**src/design/plx_pkg.sv**
```systemverilog
// Package for the pixel to laser pose transform unit.
// Holds the shared payload types, register indexes and the saturation helper.
// No dependencies.
package plx_pkg;

   localparam int PIPE_DEPTH = 23;

   localparam logic [39:0] IMAGE_ROTATION_RESET   = 40'd262144;
   localparam logic [63:0] MACHINE_ROTATION_RESET = 64'd262144;

   typedef enum logic [2:0] {
      CSR_OPTICAL_CENTER,
      CSR_DISTORTION_COEFFS,
      CSR_PIXEL_PITCH,
      CSR_IMAGE_ROTATION,
      CSR_IMAGE_TRANSLATION,
      CSR_MACHINE_ROTATION,
      CSR_MACHINE_TRANSLATION,
      CSR_LASER_OFFSET
   } csr_index_type;

   typedef struct packed {
      logic signed [31:0] origin_x;
      logic signed [31:0] origin_y;
      logic signed [31:0] origin_angle;
   } origin_type;

   typedef struct packed {
      logic signed [24:0] dx;
      logic signed [24:0] dy;
      logic signed [45:0] scale;
      origin_type         origin;
   } dist_type;

   typedef struct packed {
      logic signed [31:0] x;
      logic signed [31:0] y;
      logic               clip;
      origin_type         origin;
   } point_type;

   typedef struct packed {
      logic signed [31:0] laser_x;
      logic signed [31:0] laser_y;
      logic signed [31:0] laser_angle;
      logic               clipped;
   } result_type;

   // Returns {clip, value} for a value saturated to 32-bit signed.
   function automatic logic [32:0] sat32(input logic signed [63:0] v);
      logic [32:0] r;
      priority if (v > 64'sd2147483647) begin
         r = {1'b1, 32'h7fffffff};
      end else if (v < -64'sd2147483648) begin
         r = {1'b1, 32'h80000000};
      end else begin
         r = {1'b0, v[31:0]};
      end
      return r;
   endfunction

endpackage

```
**src/design/plx_pose.sv**
```systemverilog
// Adds the origin pose and then the laser offset with saturation, and forms
// the output angle; the last stage is the response output register.
// Depends on plx_pkg.
module plx_pose import plx_pkg::*; (
   input  logic               clock,
   input  logic               reset,
   input  logic               in_valid,
   output logic               in_ready,
   input  point_type          in_data,
   input  logic signed [23:0] machine_angle,
   input  logic [63:0]        laser_offset,
   output logic               out_valid,
   input  logic               out_ready,
   output result_type         out_data
);

   localparam int Stages = 2;

   logic [Stages-1:0] vld_ff, vld_in;
   logic [Stages:0]   rdy;

   logic [32:0] sx1, sy1, sa1, sx2, sy2;
   logic signed [31:0] x1_ff, y1_ff, a1_ff, x2_ff, y2_ff, a2_ff;
   logic signed [31:0] lx, ly;
   logic clip1_ff, clip2_ff;

   always_comb begin
      rdy[Stages] = out_ready;
      for (int k = Stages - 1; k >= 0; k--) begin
         rdy[k] = !vld_ff[k] || rdy[k+1];
      end
      vld_in = (rdy[Stages-1:0] & {vld_ff[Stages-2:0], in_valid})
             | (~rdy[Stages-1:0] & vld_ff);
   end

   assign in_ready  = rdy[0];
   assign out_valid = vld_ff[Stages-1];

   always_ff @(posedge clock) begin
      if (reset) begin
         vld_ff <= '0;
      end else begin
         vld_ff <= vld_in;
      end
   end

   always_comb begin
      sx1 = sat32(64'(in_data.x) + 64'(in_data.origin.origin_x));
      sy1 = sat32(64'(in_data.y) + 64'(in_data.origin.origin_y));
      sa1 = sat32(64'(in_data.origin.origin_angle) + (64'(machine_angle) <<< 1));
      lx  = laser_offset[31:0];
      ly  = laser_offset[63:32];
      sx2 = sat32(64'(x1_ff) + 64'(lx));
      sy2 = sat32(64'(y1_ff) + 64'(ly));
   end

   always_ff @(posedge clock) begin
      if (rdy[0]) begin
         x1_ff    <= sx1[31:0];
         y1_ff    <= sy1[31:0];
         a1_ff    <= sa1[31:0];
         clip1_ff <= in_data.clip | sx1[32] | sy1[32] | sa1[32];
      end
      if (rdy[1]) begin
         x2_ff    <= sx2[31:0];
         y2_ff    <= sy2[31:0];
         a2_ff    <= a1_ff;
         clip2_ff <= clip1_ff | sx2[32] | sy2[32];
      end
   end

   always_comb begin
      out_data.laser_x     = x2_ff;
      out_data.laser_y     = y2_ff;
      out_data.laser_angle = a2_ff;
      out_data.clipped     = clip2_ff;
   end

endmodule

```
**config.mk**
```make
export PLATFORM = sky130hd
export DESIGN_NAME = plx_pose
export DESIGN_NICKNAME = d
export VERILOG_FILES = /design/src/design/plx_pkg.sv /design/src/design/plx_pose.sv
export SDC_FILE = /design/constraint.sdc
export NUM_CORES = 1
export LEC_CHECK = 0
export ABC_AREA = 0
export BUFFER_PORTS_ARGS = -buffer_cell sky130_fd_sc_hd__buf_2
export CORE_MARGIN = 2
export CORE_UTILIZATION = 50
export DETAILED_ROUTE_END_ITERATION = 16
export GPL_TIMING_DRIVEN = 0
export PLACE_DENSITY_LB_ADDON = 0.2
export SYNTH_ARGS = -nofsm -noshare
export SYNTH_HDL_FRONTEND = slang
export SYNTH_SLANG_ARGS = --single-unit
```
**constraint.sdc**
```tcl
create_clock -name clock -period 5.1 [get_ports clock]
set_clock_uncertainty 0.15 [all_clocks]
set_input_delay 1.02 -clock clock [delete_from_list [all_inputs] [get_ports clock]]
set_output_delay 1.02 -clock clock [all_outputs]
set_load 0.01 [all_outputs]
```
==> results.yml <==
status:
  outcome: "completed"
routing:
  avgViaCountPerCell: 5.74
  first_iter_violations: 868
  vias: 13832
  wirelength_mm: 40.9
  drc: 0
  wl_per_cell_microns: 17.0
  drtPass1Iterations: 5
  ant_nets: 0
final_layout:
  fillers: 2682
  drive_gt1_share_pct: 22.6
  post_layout_nonfiller_instances: 2410
  final_util_pct: 60.4
  layout.nets: 2410
  layout_commonest_cell: "buf_2"
  layout_common_cells: "365 x buf_2, 194 x edfxtp_1, 172 x o21ai_0"
  area_delta_synth_final_pct: 18.7
global_routing:
  overflow: 0
  grt_use_total_pct: 24.8
  first_global_vias: 13261
  antenna_found_initial: 13
  grt_max_degree: 67
  grt_pass1_wl_mm: 66.1
power_and_ir_drop:
  p_total_uw: 7440
  switchingPower_uw: 2830
  clkPwrFrac_pct: 17.9
  combPwrFrac_pct: 46.7
  cellPowerDensity_nw_per_um2: 401
  intPower_uw: 4610
  seq_power_share_pct: 35.4
  p_leak_uw: 0.00813
  switching_share_pct: 38.1
  vdd_drop_max_v: 0.000265
worst_setup_path:
  max_stage_delay_ps: 650
  critPathArrivalTime_ps: 4550
  critPathSlowestCell: "a2111oi_2"
  crit_fanout: 10
  startpoint: "in_data[1]"
  timing.rr.start: "y1_ff[0]"
  setup.worst_path.end_class: "flop"
  worst_ep_required_time_ps: 5130
  crit_path_start_kind: "input port"
  worstPathCellList: "buf_2 -> ha_1 -> fa_1 -> a211oi_1 -> nand4bb_1 -> a31oi_1 -> o21ai_2 -> o311a_2 -> o21ai_4 -> a2111oi_2 -> o21bai_2 -> clkbuf_2 -> o21ai_0"
  critPathKind: "input port to flop"
floorplan:
  die_h_microns: 181
  rows: 64
  initial_core_util_pct: 50.9
  coreArea_sq_um: 30700
  die_w_microns: 181
  ios: 352
  dieArea_sq_um: 32700
placement:
  routabilityCongestion: 0.942
  dp.cells: 2370
  post-dp-hpwl_mm: 33.5
  port_buffers: 351
clock_network:
  cts_repair_resize_count: 0
  cts_root_buf: "clkbuf_16"
  cts-buffers-inserted: 17
  post_cts_buffers: 0
  clockBufferDepth: 2
  numClockSinks: 196
  clock_latency_ps: 450
  hold_buffers: 0
  htree_levels: 4
  clkTransAtPathRegs_ps: 80
  cts_tree: "built"
sta:
  drv_slew: 0
  holdWs_ps: 271
  worst_pin_slew_ps: 771
  period_minus_slack_ps: 4520
  rsz0062_at_grt: "no"
  timing.fmax_mhz: 221
  maxSlewHeadroom_pct: 48.1
  setup_viol: 0
  fin_crit_sh_pct: 88.7
  finalHoldViolCount: 0
  fin_setup_tns_ps: 0
synth:
  synthesis.nets: 2038
  synth_edf_count: 194
  netlist_area_sq_um: 15600
  synth_seq_cells: 196
  async_reset_ff_share_pct: 0
  synthFlopType: "edfxtp_1"
  yosys.cell_types.count: 85
  synthCells: 1621
  seq_area_frac_synth_pct: 37.6
  yosysWarnings: 0
  syn_area_per_cell_sq_um: 9.63
worst_hold_path:
  hp-class: "flop to flop"
  worstHoldStart: "a1_ff[23]"
run:
  max_cap_viol_count: 0
-- cell usage after synthesis, types with 4 or more instances --
cell         n  area (sq um)
buf_2       14          70.1
fa_1         5           100
nand4_1     19           119
a211o_1      9          78.8
o31ai_1     15           113
o21bai_1    21           158
edfxtp_1   194          5830
ha_1       159          1990
inv_1       56           210
a21o_1      89           668
maj3_1       9          90.1
o211ai_1    19           143
xnor2_1     69           604
nand3_1     35           175
a221oi_1     4          35.0
a21oi_1    166           831
nor3_1      21           105
a211oi_1    18           135
buf_4        4          30.0
clkbuf_2     5          25.0
a31oi_1     13          81.3
and3_1      18           113
a21boi_0     4          30.0
nor2_1      81           304
o31a_1       7          61.3
nor2b_1     18           113
or2_2        7          43.8
a31o_2      11          96.3
o21ai_0    172           861
a2111oi_2    4          60.1
nand2_1    105           394
a41oi_1      5          43.8
o21ai_1     15          75.1
nand2b_1    24           150
clkbuf_1    33           124
o21a_1      27           203
a2111o_1     4          45.0
and2_1       9          56.3
xor2_1      61           534
-- worst max-delay path: cells and delay by family --
kind	cells	cell delay, ps
and+or+nand+nor	1	190
buffers and inverters	2	420
AOI/OAI and AO/OA	8	2220
adders and majority gates	2	690
-- cells by family (layout without fill, tap and decap cells) --
kind of cell	count (synthesis)	after routing	synth area share, %
buf+inv	113	498	3.01
mux	4	4	0.264
fa+ha+maj	173	173	14.0
xor+xnor	131	131	7.40
flops	196	196	37.6
simple gates	357	357	11.1
compound gates	647	647	26.7
other cells	0	8	0
-- area by class of cell --
cell class                      count  area [sq um]  area share (%)
Inverter                           56           213            1.15
Buffer                             57           260            1.40
Clock buffer                       17           425            2.29
Clock inverter                     15           159           0.857
Antenna cell                        8          20.0           0.108
Timing Repair Buffer              353          1810            9.77
Sequential cell                   196          5870            31.6
Tap cell                          396           495            2.67
Multi-Input combinational cell   1312          9290            50.1
-- stage by stage --
step / setup slack, ps / instance area (sq um)
2_1_floorplan: 736 / 15600
3_3_place_gp: -577 / 17900
3_5_place_dp: 147 / 17900
4_1_cts: 626 / 18500
5_1_grt: 344 / 18500
6_report: 578 / 18500
-- registers in the layout, summed over array words and instances (netlist names), named ones only --
register,flops
a2_ff,32
x1_ff,32
clip1_ff,1
a1_ff,32
y2_ff,32
y1_ff,32
clip2_ff,1
x2_ff,32
-- metal layers --
metal | up-vias | global-route usage (%) | part of all wire (%) | wire (microns)
met5 | - | 0 | 0.15 | 62
met2 | 449 | 43.5 | 50 | 20300
met3 | 74 | 4.82 | 5.9 | 2420
li1 | 6927 | - | - | -
met1 | 6372 | 30.5 | 42 | 17000
met4 | 10 | 8.52 | 2.7 | 1110
-- worst paths after layout --
| kind | to | cells after the start | slack, ps |
|---|---|---|---|
| setup reg to reg | y2_ff[8] | 12 | 1010 |
| setup / recovery | a1_ff[12] | 13 | 580 |
| hold / removal | a2_ff[23] | 0 | 270 |
| hold reg to reg | a2_ff[23] | 0 | 270 |
-- power by group through the flow --
stage	clock network (uW)	registers, uW	logic [uW]
floorplan	0	2840	2220
global placement	0	2660	3390
detailed placement	0	2680	3440
CTS	1360	2640	3460
global route	1410	2680	3840
finish	1330	2630	3480
Note: power is estimated with default switching activity, not from simulation.
